### src/sv/hbp_ram.sv
// Generic single-port-write RAM with a registered read port.
`default_nettype none
module hbp_ram #(
  parameter int WIDTH = 8,
  parameter int DEPTH = 16
) (
  input  wire logic                     clk,
  input  wire logic                     we,
  input  wire logic [$clog2(DEPTH)-1:0] waddr,
  input  wire logic [WIDTH-1:0]         wdata,
  input  wire logic                     re,
  input  wire logic [$clog2(DEPTH)-1:0] raddr,
  output logic      [WIDTH-1:0]         rdata
);

  logic [WIDTH-1:0] mem_r [DEPTH];

  always_ff @(posedge clk) begin
    if (we) begin
      mem_r[waddr] <= wdata;
    end
    if (re) begin
      rdata <= mem_r[raddr];
    end
  end

endmodule
`default_nettype wire

### config.mk
export PLATFORM = sky130hd
export DESIGN_NAME = hbp_ram
export DESIGN_NICKNAME = d
export VERILOG_FILES = /design/src/sv/hbp_ram.sv
export SDC_FILE = /design/constraint.sdc
export NUM_CORES = 1
export LEC_CHECK = 0
export ABC_AREA = 1
export BUFFER_PORTS_ARGS = -buffer_cell sky130_fd_sc_hd__buf_4
export CORE_MARGIN = 3
export CORE_UTILIZATION = 40
export DETAILED_ROUTE_END_ITERATION = 8
export GPL_TIMING_DRIVEN = 0
export PLACE_DENSITY = 0.68
export SYNTH_ARGS = -nofsm -noshare
export SYNTH_HDL_FRONTEND = slang
export SYNTH_SLANG_ARGS = --single-unit
### constraint.sdc
create_clock -name clk -period 1.2 [get_ports clk]
set_input_delay 0.24 -clock clk [delete_from_list [all_inputs] [get_ports clk]]
set_output_delay 0.24 -clock clk [all_outputs]
set_load 0.005 [all_outputs]
==> key figures <==
Detailed routing
  • DRC violations left: 0
  • Number of routed nets with antenna violations: 0
  • Via count: around 4k
  • Initial DRT Pass Iterations: 5
  • Routed Wire Length: 14,100 um
  • Number of DRC violations after detailed-routing iteration 0: ~570
  • Average vias per placed instance: 5.06
  • Routed wirelength normalized by instance count: 18.0 um

Min path
  • Path type of the worst min-delay path: in -> reg

Synthesis
  • Average footprint of a synthesized cell: 10.6 um2
  • Top cells by area in the synthesized netlist: sky130_fd_sc_hd__edfxtp_1 (70%), sky130_fd_sc_hd__nand2_1 (11%), sky130_fd_sc_hd__nand3_1 (8.3%)
  • Number of synthesized register bits: 136
  • Library cell with the largest summed area after synthesis: sky130_fd_sc_hd__edfxtp_1
  • Portion of the post-synthesis area used by sequential elements: 69.8%
  • Async set or reset register ratio after synthesis: 0%
  • Post-synth top area share: 69.8%
  • Cell area after synthesis: 5850 um2
  • Total nets after synthesis: 570
  • Yosys cell types: 11
  • Prevailing post-synth register cell: sky130_fd_sc_hd__edfxtp_1
  • Number of enable flip-flop cells after synthesis: ~140
  • Ys Warns: 0
  • Commonest cells post-synth: sky130_fd_sc_hd__nand2_1 (173), sky130_fd_sc_hd__edfxtp_1 (136), sky130_fd_sc_hd__inv_1 (100)
  • Most numerous cell in the Yosys netlist: sky130_fd_sc_hd__nand2_1
  • Instance count of the mapped netlist: 551

Timing
  • Achievable clock frequency: 0.760 GHz
  • Setup violators final: 16
  • Worst path setup slack after routing: -0.116 ns
  • RSZ-0062 raised after global routing: yes
  • Minimum period implied by the final worst setup slack: 1.32 ns
  • Number of hold violations in the final report: 0
  • Period utilization: 110%
  • Transition at the pin with the smallest max-transition slack: a little over 0.8 ns
  • Worst hold slack across all endpoints: just under 0.1 ns
  • Worst slew slack as a fraction of its limit: 45.0%
  • Setup Skew: 0.00641 ns
  • Slew Limit Fails: 0

Global route
  • Number of global-route vias before repair: roughly 3.9k
  • Busiest grt layer: met2
  • Initial antenna violation count: 0
  • First-pass GRT wire length: 21,900 um
  • Global-route congestion overflow total: 0
  • Global-route met1 utilization: 25.5%
  • GR Util met2: 29.1%
  • Global-route usage over all layers: 18.5%
  • Pin count of the biggest net entering global routing: 17
  • Met3 GRT Util: 3.96%

Setup path
  • Critical path class: in -> reg
  • Critical Path AT: 1.36 ns
  • Slowest cell on the critical path: sky130_fd_sc_hd__nor2_1
  • Maximum single-stage delay on the critical path: 0.70 ns
  • Buf+Inv Stages, Crit Path: 1
  • Maximum fanout count along the critical path: 8
  • Data required time of the worst path: between 1 and 1.5 ns
  • CP delay by family, top: simple AND/OR/NAND/NOR gates
  • Startpoint type of the worst setup path: input pin
  • Critical path capture point type: register
  • Cells traversed along the worst timing path: buf_4 > nand3b_1 > nor2_1

Pwr
  • Pwr Density: 1670 nW/um2
  • Leakage: 2.97 nW
  • Peak supply drop: 0.00106 V

Floorplanning
  • Initial cell density of the core: 41.5%
  • Placeable core area: 14,100 um2
  • Die width: 127 um
  • Number of I/O pins: 27
  • Die ar.: 16,100 um2
  • Height of the die: 127 um
  • Number of core rows: 43

Layout
  • Cell area after layout: 6990 um2
  • Share of cells above drive strength 1: 17.4%
  • Area grow syn2layout: 19.5%
  • Final nets: 612
  • Number of fill cells in the layout: 1,254
  • Antenna Diode Count: 0

Clocking
  • TritonCTS Buffers: 17
  • TritonCTS clock tree: yes
  • Clock-pin slew reported for the worst setup and hold paths after clock tree synthesis: 0.06 ns
  • Clock Root Buffer: sky130_fd_sc_hd__clkbuf_16
  • Maximum clock path buffer count: 2
  • H-Tree Depth: 4
  • Worst skew pair latency: 0.42 ns
  • Number of buffers added to fix hold violations after cts: 0
  • Sink Count: 136

Outcome
  • Violated checks: negative setup slack
  • Status: complete, but fails checks

Placed design
  • DP HPWL: just over 9000 um
  • Area after detailed placement: ~6200 um2
  • PortBufs: 23
  • Routability-driven placement congestion ratio: 0.855

Job
  • Number of max-capacitance violations reported: 0
[metal layers]
metal  share of wire [%]  wire length, um
met1                  41             5740
met2                  47             6550
met3                  10             1440
met4                 2.4              333
met5                   0                0
[cell usage in the layout (no fill, tap or decap), types with 2 or more instances in the layout]
cell type                    instances
sky130_fd_sc_hd__nand3_1            84
sky130_fd_sc_hd__inv_1             100
sky130_fd_sc_hd__nor2_1              3
sky130_fd_sc_hd__buf_2              12
sky130_fd_sc_hd__nand3_2            12
sky130_fd_sc_hd__edfxtp_1          136
sky130_fd_sc_hd__nor2_2             14
sky130_fd_sc_hd__nand3b_1            2
sky130_fd_sc_hd__clkbuf_16          17
sky130_fd_sc_hd__buf_4              27
sky130_fd_sc_hd__nand2_1           172
sky130_fd_sc_hd__bufinv_16           5
sky130_fd_sc_hd__inv_2               2
sky130_fd_sc_hd__clkinv_4            2
sky130_fd_sc_hd__clkinvlp_4          4
sky130_fd_sc_hd__buf_6               6
[sequential cells by signal (all words and copies together) (netlist names)]
signal  count
mem_r     128
rdata       8
[per-stage QoR]
stage,worst slack (ns),setup TNS [ns],util (%),std cells,power (mW)
6_report,-0.116,-1.62,49.6,784,11.7
5_1_grt,-0.153,-2.30,49.6,784,12.0
4_1_cts,-0.0659,-0.900,48.9,784,11.7
3_5_place_dp,-0.582,-55.25,44.3,754,6.18
3_3_place_gp,-0.527,-51.81,44.3,754,6.16
2_1_floorplan,0.00916,0,-,551,5.85
[power by group]
group | leakage (nW) | switching [mW] | internal, mW
Combinational | 1.44 | 0.510 | 0.237
Sequential | 1.24 | 0.0265 | 5.35
Clock | 0.294 | 1.91 | 3.66
[worst paths after layout]
kind / depth (start not counted) / slack [ns] / startpoint / end
setup / recovery: 3 / -0.12 / waddr[3] / mem_r[6][0]$_DFFE_PP_
hold / removal: 1 / 0.1 / re / rdata[7]$_DFFE_PP_
setup reg to reg: 6 / 0.04 / mem_r[1][4]$_DFFE_PP_ / rdata[4]$_DFFE_PP_
hold reg to reg: 6 / 0.76 / mem_r[12][5]$_DFFE_PP_ / rdata[5]$_DFFE_PP_
[logic make-up (layout without fill, tap and decap cells)]
group,Yosys count,after routing,share of synthesized area (%)
and+or+nand+nor,289,289,20.8
DFF,136,136,69.8
buffers and inverters,126,179,9.39
[repair_timing]
action	4_1_cts	5_1_grt
gates cloned	0	0
resized for setup	4	26
hold endpoints to repair	0	0
buffers inserted	0	0
pin swaps	0	2
endpoints found under the setup margin	48	81
[cell type report]
type | count | area [um2] | share of cell area [%]
multi-input combinational | 289 | 1320 | 18.9
clock inverter | 12 | 203 | 2.90
sequential | 136 | 4080 | 58.4
timing repair buffer | 23 | 173 | 2.47
tap | 180 | 225 | 3.22
clock buffer | 18 | 429 | 6.14
buffer | 24 | 169 | 2.42
inverter | 102 | 383 | 5.48
No activity file was read; power rests on OpenSTA's default activity.
