### src/sv/hbp_pkg.sv
// Shared constants, command codes and types of the Huffman bit packer.
`default_nettype none
package hbp_pkg;

  localparam int SYMBOL_COUNT = 256;
  localparam int MAX_CODE_LEN = 32;
  localparam int SYM_W        = 8;
  localparam int CODE_W       = 32;
  localparam int LEN_W        = 6;
  localparam int FILL_W       = 3;
  localparam int ADDR_W       = $clog2(SYMBOL_COUNT);
  localparam int ENTRY_W      = CODE_W + LEN_W;
  localparam int BYTES_MAX    = (CODE_W + 7) / 8;
  localparam int ACC_W        = BYTES_MAX * 8 + 8;
  localparam int NB_W         = $clog2(BYTES_MAX + 1);
  localparam int SH_W         = $clog2(ACC_W + 1);

  typedef enum logic [1:0] {
    CMD_LOAD   = 2'd0,
    CMD_ENCODE = 2'd1,
    CMD_FLUSH  = 2'd2
  } cmd_t;

  typedef struct packed {
    logic [BYTES_MAX*8-1:0] bytes;
    logic [NB_W-1:0]        nbytes;
    logic [7:0]             pend;
    logic [FILL_W-1:0]      fill;
  } merge_res_t;

endpackage
`default_nettype wire

### src/sv/hbp_merge.sv
// Merges a looked-up code word into the pending byte and splits out full bytes; a flush emits any partial byte.
`default_nettype none
module hbp_merge (
  input  wire logic [1:0]                  cmd,
  input  wire logic                        hit,
  input  wire logic [hbp_pkg::ENTRY_W-1:0] entry,
  input  wire logic [7:0]                  pend,
  input  wire logic [hbp_pkg::FILL_W-1:0]  fill,
  output hbp_pkg::merge_res_t              res
);

  logic [hbp_pkg::CODE_W-1:0] code;
  logic [hbp_pkg::LEN_W-1:0]  len;
  logic [hbp_pkg::SH_W-1:0]   total;
  logic [hbp_pkg::SH_W-1:0]   shamt;
  logic [hbp_pkg::ACC_W-1:0]  acc;
  logic [hbp_pkg::ACC_W-1:0]  rest;

  always_comb begin
    code  = hit ? entry[hbp_pkg::CODE_W-1:0] : '0;
    len   = hit ? entry[hbp_pkg::ENTRY_W-1 -: hbp_pkg::LEN_W] : '0;
    total = hbp_pkg::SH_W'(fill) + hbp_pkg::SH_W'(len);
    shamt = hbp_pkg::SH_W'(hbp_pkg::ACC_W) - total;
    acc   = {pend, {(hbp_pkg::ACC_W-8){1'b0}}} | (hbp_pkg::ACC_W'(code) << shamt);
    rest  = acc << {total[hbp_pkg::SH_W-1:3], 3'b000};

    res.bytes  = '0;
    res.nbytes = '0;
    res.pend   = pend;
    res.fill   = fill;
    case (cmd)
      hbp_pkg::CMD_ENCODE: begin
        res.bytes  = acc[hbp_pkg::ACC_W-1 -: hbp_pkg::BYTES_MAX*8];
        res.nbytes = hbp_pkg::NB_W'(total >> 3);
        res.pend   = rest[hbp_pkg::ACC_W-1 -: 8];
        res.fill   = hbp_pkg::FILL_W'(total);
      end
      hbp_pkg::CMD_FLUSH: begin
        res.bytes  = {pend, {(hbp_pkg::BYTES_MAX*8-8){1'b0}}};
        res.nbytes = (fill != '0) ? hbp_pkg::NB_W'(1) : '0;
        res.pend   = '0;
        res.fill   = '0;
      end
      default: begin
      end
    endcase
  end

endmodule
`default_nettype wire

### config.mk
export PLATFORM = sky130hd
export DESIGN_NAME = hbp_merge
export DESIGN_NICKNAME = d
export VERILOG_FILES = /design/src/sv/hbp_pkg.sv /design/src/sv/hbp_merge.sv
export SDC_FILE = /design/constraint.sdc
export NUM_CORES = 1
export LEC_CHECK = 0
export BUFFER_PORTS_ARGS = -buffer_cell sky130_fd_sc_hd__buf_2
export CAP_MARGIN = 20
export CORE_UTILIZATION = 55
export DETAILED_ROUTE_END_ITERATION = 8
export PLACE_DENSITY = 0.83
export SYNTH_ARGS = -nofsm -noshare
export SYNTH_HDL_FRONTEND = slang
export SYNTH_SLANG_ARGS = --single-unit
### constraint.sdc
create_clock -name vclk -period 6.91
set_input_delay 0.691 -clock vclk [all_inputs]
set_output_delay 0.691 -clock vclk [all_outputs]
set_load 0.1 [all_outputs]
==> metrics, run 1 <==
outcome=finished, final reports clean; XOR/XNOR Fraction of Synth Area=2.80%; Hold WS=1.89 ns; most frequent cells in the layout=buf_2 (98), nand2_1 (64), nor2_1 (64); Worst setup SP type=input port; GR Overflow Total=0; Pwr per Cell Area=182 nW/um^2; Avg Inst Size Synth=7.02 sq um; Synth Cell Area=3530 sq um; worst hold path class=input port to output pin; core area=6060 sq um; Tmin final=5.80 ns; drt pass-1 iters=5; commonest non-fill, non-tap cell in the layout=buf_2; num rows=28; share of cells above drive strength 1=29.5%; Cells after DPL=635; Placer Congestion=0.995; Die Width=82.2 um; met2 wire len=5.34 mm; largest net degree at the start of global routing=43; Crit-path slowest cell=xor3_1; Synth area leaders=mux4_2 (10%), mux2i_1 (8.8%), mux2_2 (8.6%); post-CTS sizing=0; first-pass GRT wire length=18.5 mm; GRT Util Overall=35.3%; Fin. Hold Viols=0; worst path cell trace=buf_2 -> and2_1 -> ha_2 -> fa_1 -> inv_1 -> ha_1 -> xor3_1 -> buf_4 -> nor3_1 -> a21oi_1 -> nor2_1 -> nor3_1 -> a211oi_1 -> or4_1 -> a41o_1 -> buf_2; Boundary Pins=98; Layout Nets=621; drt wl/cell=19.1 um; Storage cell area=0 sq um; slew at the pin closest to its max-slew limit=1.01 ns; worst slack, placed=1.25 ns; Util after Layout=64.8%; Post-CTS Setup Inserts=0; max frequency=0.172 GHz; Seq cells=0; post-synth net total=562; Diodes inserted=0; Compound-Gate Fraction of Synth Area=30.7%; Seq/Total Area, Yosys=0%; met3 wire length=1.39 mm; CP max stage delay=0.78 ns; Die Y=82.2 um; area share of fa/ha/maj cells after synthesis=3.01%; Yosys Warn Count=0; Yosys top cell area share=10.2%; detailed placer's ending HPWL=9.53 mm; final WL=12.1 mm; arrival time worst endpoint=5.11 ns; Top Layer Used=met4; multiplexer share of the synthesized area=27.9%; CP endpoint kind=output pin; maximum vdd drop=116 uV; Worst Path Required=6.22 ns; simple-gate area share of the yosys netlist=27.8%; Starting Density=58.3%; IO Port Bufs=98; Area Growth Syn to Fin=11.2%; Yosys top cell by area=mux4_2; PnR worst setup slack=1.11 ns; CTS Hold Buffers Added=0; Metal-1 WL=5.04 mm; setup TNS=0 ns; unrepaired setup endpoints after global routing=false; Vias/cell=7.03; vias in the first global route=3,739; critical path fanouts, max=18; max-cap violations=0; Iteration-0 DRC Markers=699; Die Footprint=6750 sq um; Crit Path Category=input port to output pin; largest family of logic cells by synthesized area=compound AO/OA/AOI/OAI gates; Post-DRT Antenna Nets=0; DR vias=4,461; Synth cell types=82; antenna violations before repair=0; Mapped Cells=503; relative slew slack=33.0%; drt drc=0; cell leakage power=1.68 nW; crit share post-route=83.9%; max-slew violation count=0; Setup-failing EPs final=0; clock buf count=0; Non-Filler Instances=635
==> power breakdown <==
group          internal [mW]  switching, mW
registers                  0              0
clock network              0              0
logic                  0.235          0.479
total                  0.235          0.479
==> cell usage after synthesis, drive strengths merged, types with 2 or more instances <==
master   number
or4           2
or3           2
nand2        64
mux4         16
nand2b        6
o311ai        3
a41o          3
o31ai         7
o211ai        8
o22ai        11
a41oi         2
nor3         19
clkbuf       14
nand3        16
a311oi        2
o2111ai       2
nand3b        4
nand4         3
xnor2         3
mux2         28
inv           8
buf          32
a21oi        23
a21o          2
and3          2
o211a         4
o21ai        36
xor2          2
o221ai        3
nor4          4
a211o         6
and2          7
nor2b         5
or2           4
a211oi        7
a22o          5
ha            6
mux2i        31
nor2         65
a31oi        12
==> through the flow <==
stage / instance area [sq um] / power [mW]
final: 3930 / 0.714
after global routing: 3930 / 0.757
after CTS: 3930 / 0.694
after detailed placement: 3930 / 0.692
after global placement: 3930 / 0.679
after floorplan: 3550 / 0.572
==> metal layers <==
metal,up-vias,global-route usage [%]
met2,378,56.0
met3,43,3.08
met4,0,13.2
met1,2007,49.4
met5,-,0
li1,2033,-
==> path summary, 6_finish.rpt <==
kind                  startpoint  endpoint  cells after the start
worst max-delay path         hit    res[7]                     16
worst min-delay path     pend[7]   res[45]                      4
==> final cells by class <==
cell class	instances	area (sq um)
well taps	75	93.8
fillers	586	2130
multi-input cells	449	3280
inverters	8	30.0
repair buffers	103	528
==> kinds of logic after synthesis <==
family                   after synthesis
AND/OR/NAND/NOR                      210
XOR/XNOR                               7
adder cells (fa/ha/maj)                8
AO/OA/AOI/OAI                        149
multiplexers                          75
buffers and inverters                 54
==> critical path: cells and delay by family <==
kind	cells	cell delay, ns
AND/OR/NAND/NOR	5	1.08
AO/OA/AOI/OAI	3	0.62
adder cells (fa/ha/maj)	3	1.09
XOR/XNOR	1	0.78
buffers and inverters	4	0.85
(Power assumes the default switching activity.)
==> run 2, diff against run 1 <==
==> constraint.sdc (replaced) <==
create_clock -name vclk -period 5.9
set_input_delay 0.59 -clock vclk [all_inputs]
set_output_delay 0.59 -clock vclk [all_outputs]
set_load 0.1 [all_outputs]
==> metrics, run 2 (synthesis gave the netlist of run 1 again) <==
outcome=finished, final reports clean; PnR worst setup slack=0.591 ns; slew at the pin closest to its max-slew limit=0.846 ns; GRT Util Overall=39.5%; drt wl/cell=20.2 um; unrepaired setup endpoints after global routing=false; Seq cells=0; Diodes inserted=0; core area=6060 sq um; post-CTS sizing=0; worst hold path class=input port to output pin; most frequent cells in the layout=buf_2 (67), nand2_1 (64), nor2_1 (56); max-slew violation count=0; Post-DRT Antenna Nets=0; CTS Hold Buffers Added=0; Worst setup SP type=input port; drt drc=0; Crit Path Category=input port to output pin; relative slew slack=43.2%; crit share post-route=90.0%; DR vias=4,513; Fin. Hold Viols=0; max-cap violations=0; commonest non-fill, non-tap cell in the layout=buf_2; CP endpoint kind=output pin; met1 GRT Util=56.6%; antenna violations before repair=0; critical path fanouts, max=15; Fill cells=475; drt pass-1 iters=6; Vias/cell=7.04; Die Footprint=6750 sq um; Die Width=82.2 um; Pwr per Cell Area=203 nW/um^2; most used cell along the critical path=o21ai_0; GR Util met3=4.18%; first-pass GRT wire length=20.7 mm; vias in the first global route=3,983; Starting Density=58.3%; clock buf count=0; GR peak layer=met2; maximum vdd drop=114 uV; Hold WS=1.60 ns; IO Port Bufs=98; CP max stage delay=0.65 ns; worst path cell trace=buf_2 -> and2_1 -> ha_2 -> fa_1 -> inv_1 -> ha_1 -> xor3_1 -> buf_4 -> nand4_1 -> o211a_1 -> mux2_2 -> nand2_1 -> o21ai_0 -> o21ai_0 -> a41o_1 -> buf_12; cell leakage power=1.82 nW; Storage cell area=0 sq um; arrival time worst endpoint=4.72 ns; worst slack, placed=0.666 ns; Tmin final=5.31 ns; Post-CTS Setup Inserts=0; Worst Path Required=5.31 ns; CP top delay family=adder cells; multi-input logic area=3350 sq um; WP buf/inv=4; final WL=13.0 mm; Placer Congestion=0.987; num rows=28; GR Overflow Total=0; Crit-path slowest cell=xor3_1; Layout Nets=627; Iteration-0 DRC Markers=533; detailed placer's ending HPWL=10.4 mm; Area Growth Syn to Fin=27.7%; Die Y=82.2 um; max frequency=0.188 GHz; met2 usage=64.3%; largest net degree at the start of global routing=44; Setup-failing EPs final=0; share of cells above drive strength 1=33.0%; Boundary Pins=98
## run 2: cell count changes in the layout (fill, tap and decap cells not counted), sizes merged
cell	before	now
buf	103	109
## run 2: worst paths after layout
check / start / end / slack [ns] / cells after the start
max: hit / res[8] / 0.59 / 16
min: pend[4] / res[42] / 1.60 / 4
## run 2: final cells by class
| cell class | count | share of cell area [%] |
|---|---|---|
| multi-input combinational | 449 | 74.2 |
| timing repair buffer | 109 | 23.0 |
| tap | 75 | 2.08 |
| inverter | 8 | 0.666 |
## run 2: routing by layer
layer / wire, um / vias to the layer above
met4: 229 / 0
li1: - / 2054
met1: 5510 / 2084
met2: 5870 / 345
met5: 0 / -
met3: 1380 / 30
## run 2: stage by stage
stage	area (sq um)	power (mW)	cells	TNS (ns)	util, %
after detailed placement	4510	0.885	641	0	74.4
after global placement	4510	0.873	641	0	74.4
final	4510	0.914	641	0	74.4
after global routing	4510	0.963	641	0	74.4
after CTS	4510	0.888	641	0	74.4
after floorplan	3620	0.683	503	-1.01	-
## run 2: power breakdown
group	switching [mW]	leakage (nW)	internal, mW
sequential	0	0	0
combinational	0.591	1.82	0.323
clock	0	0	0
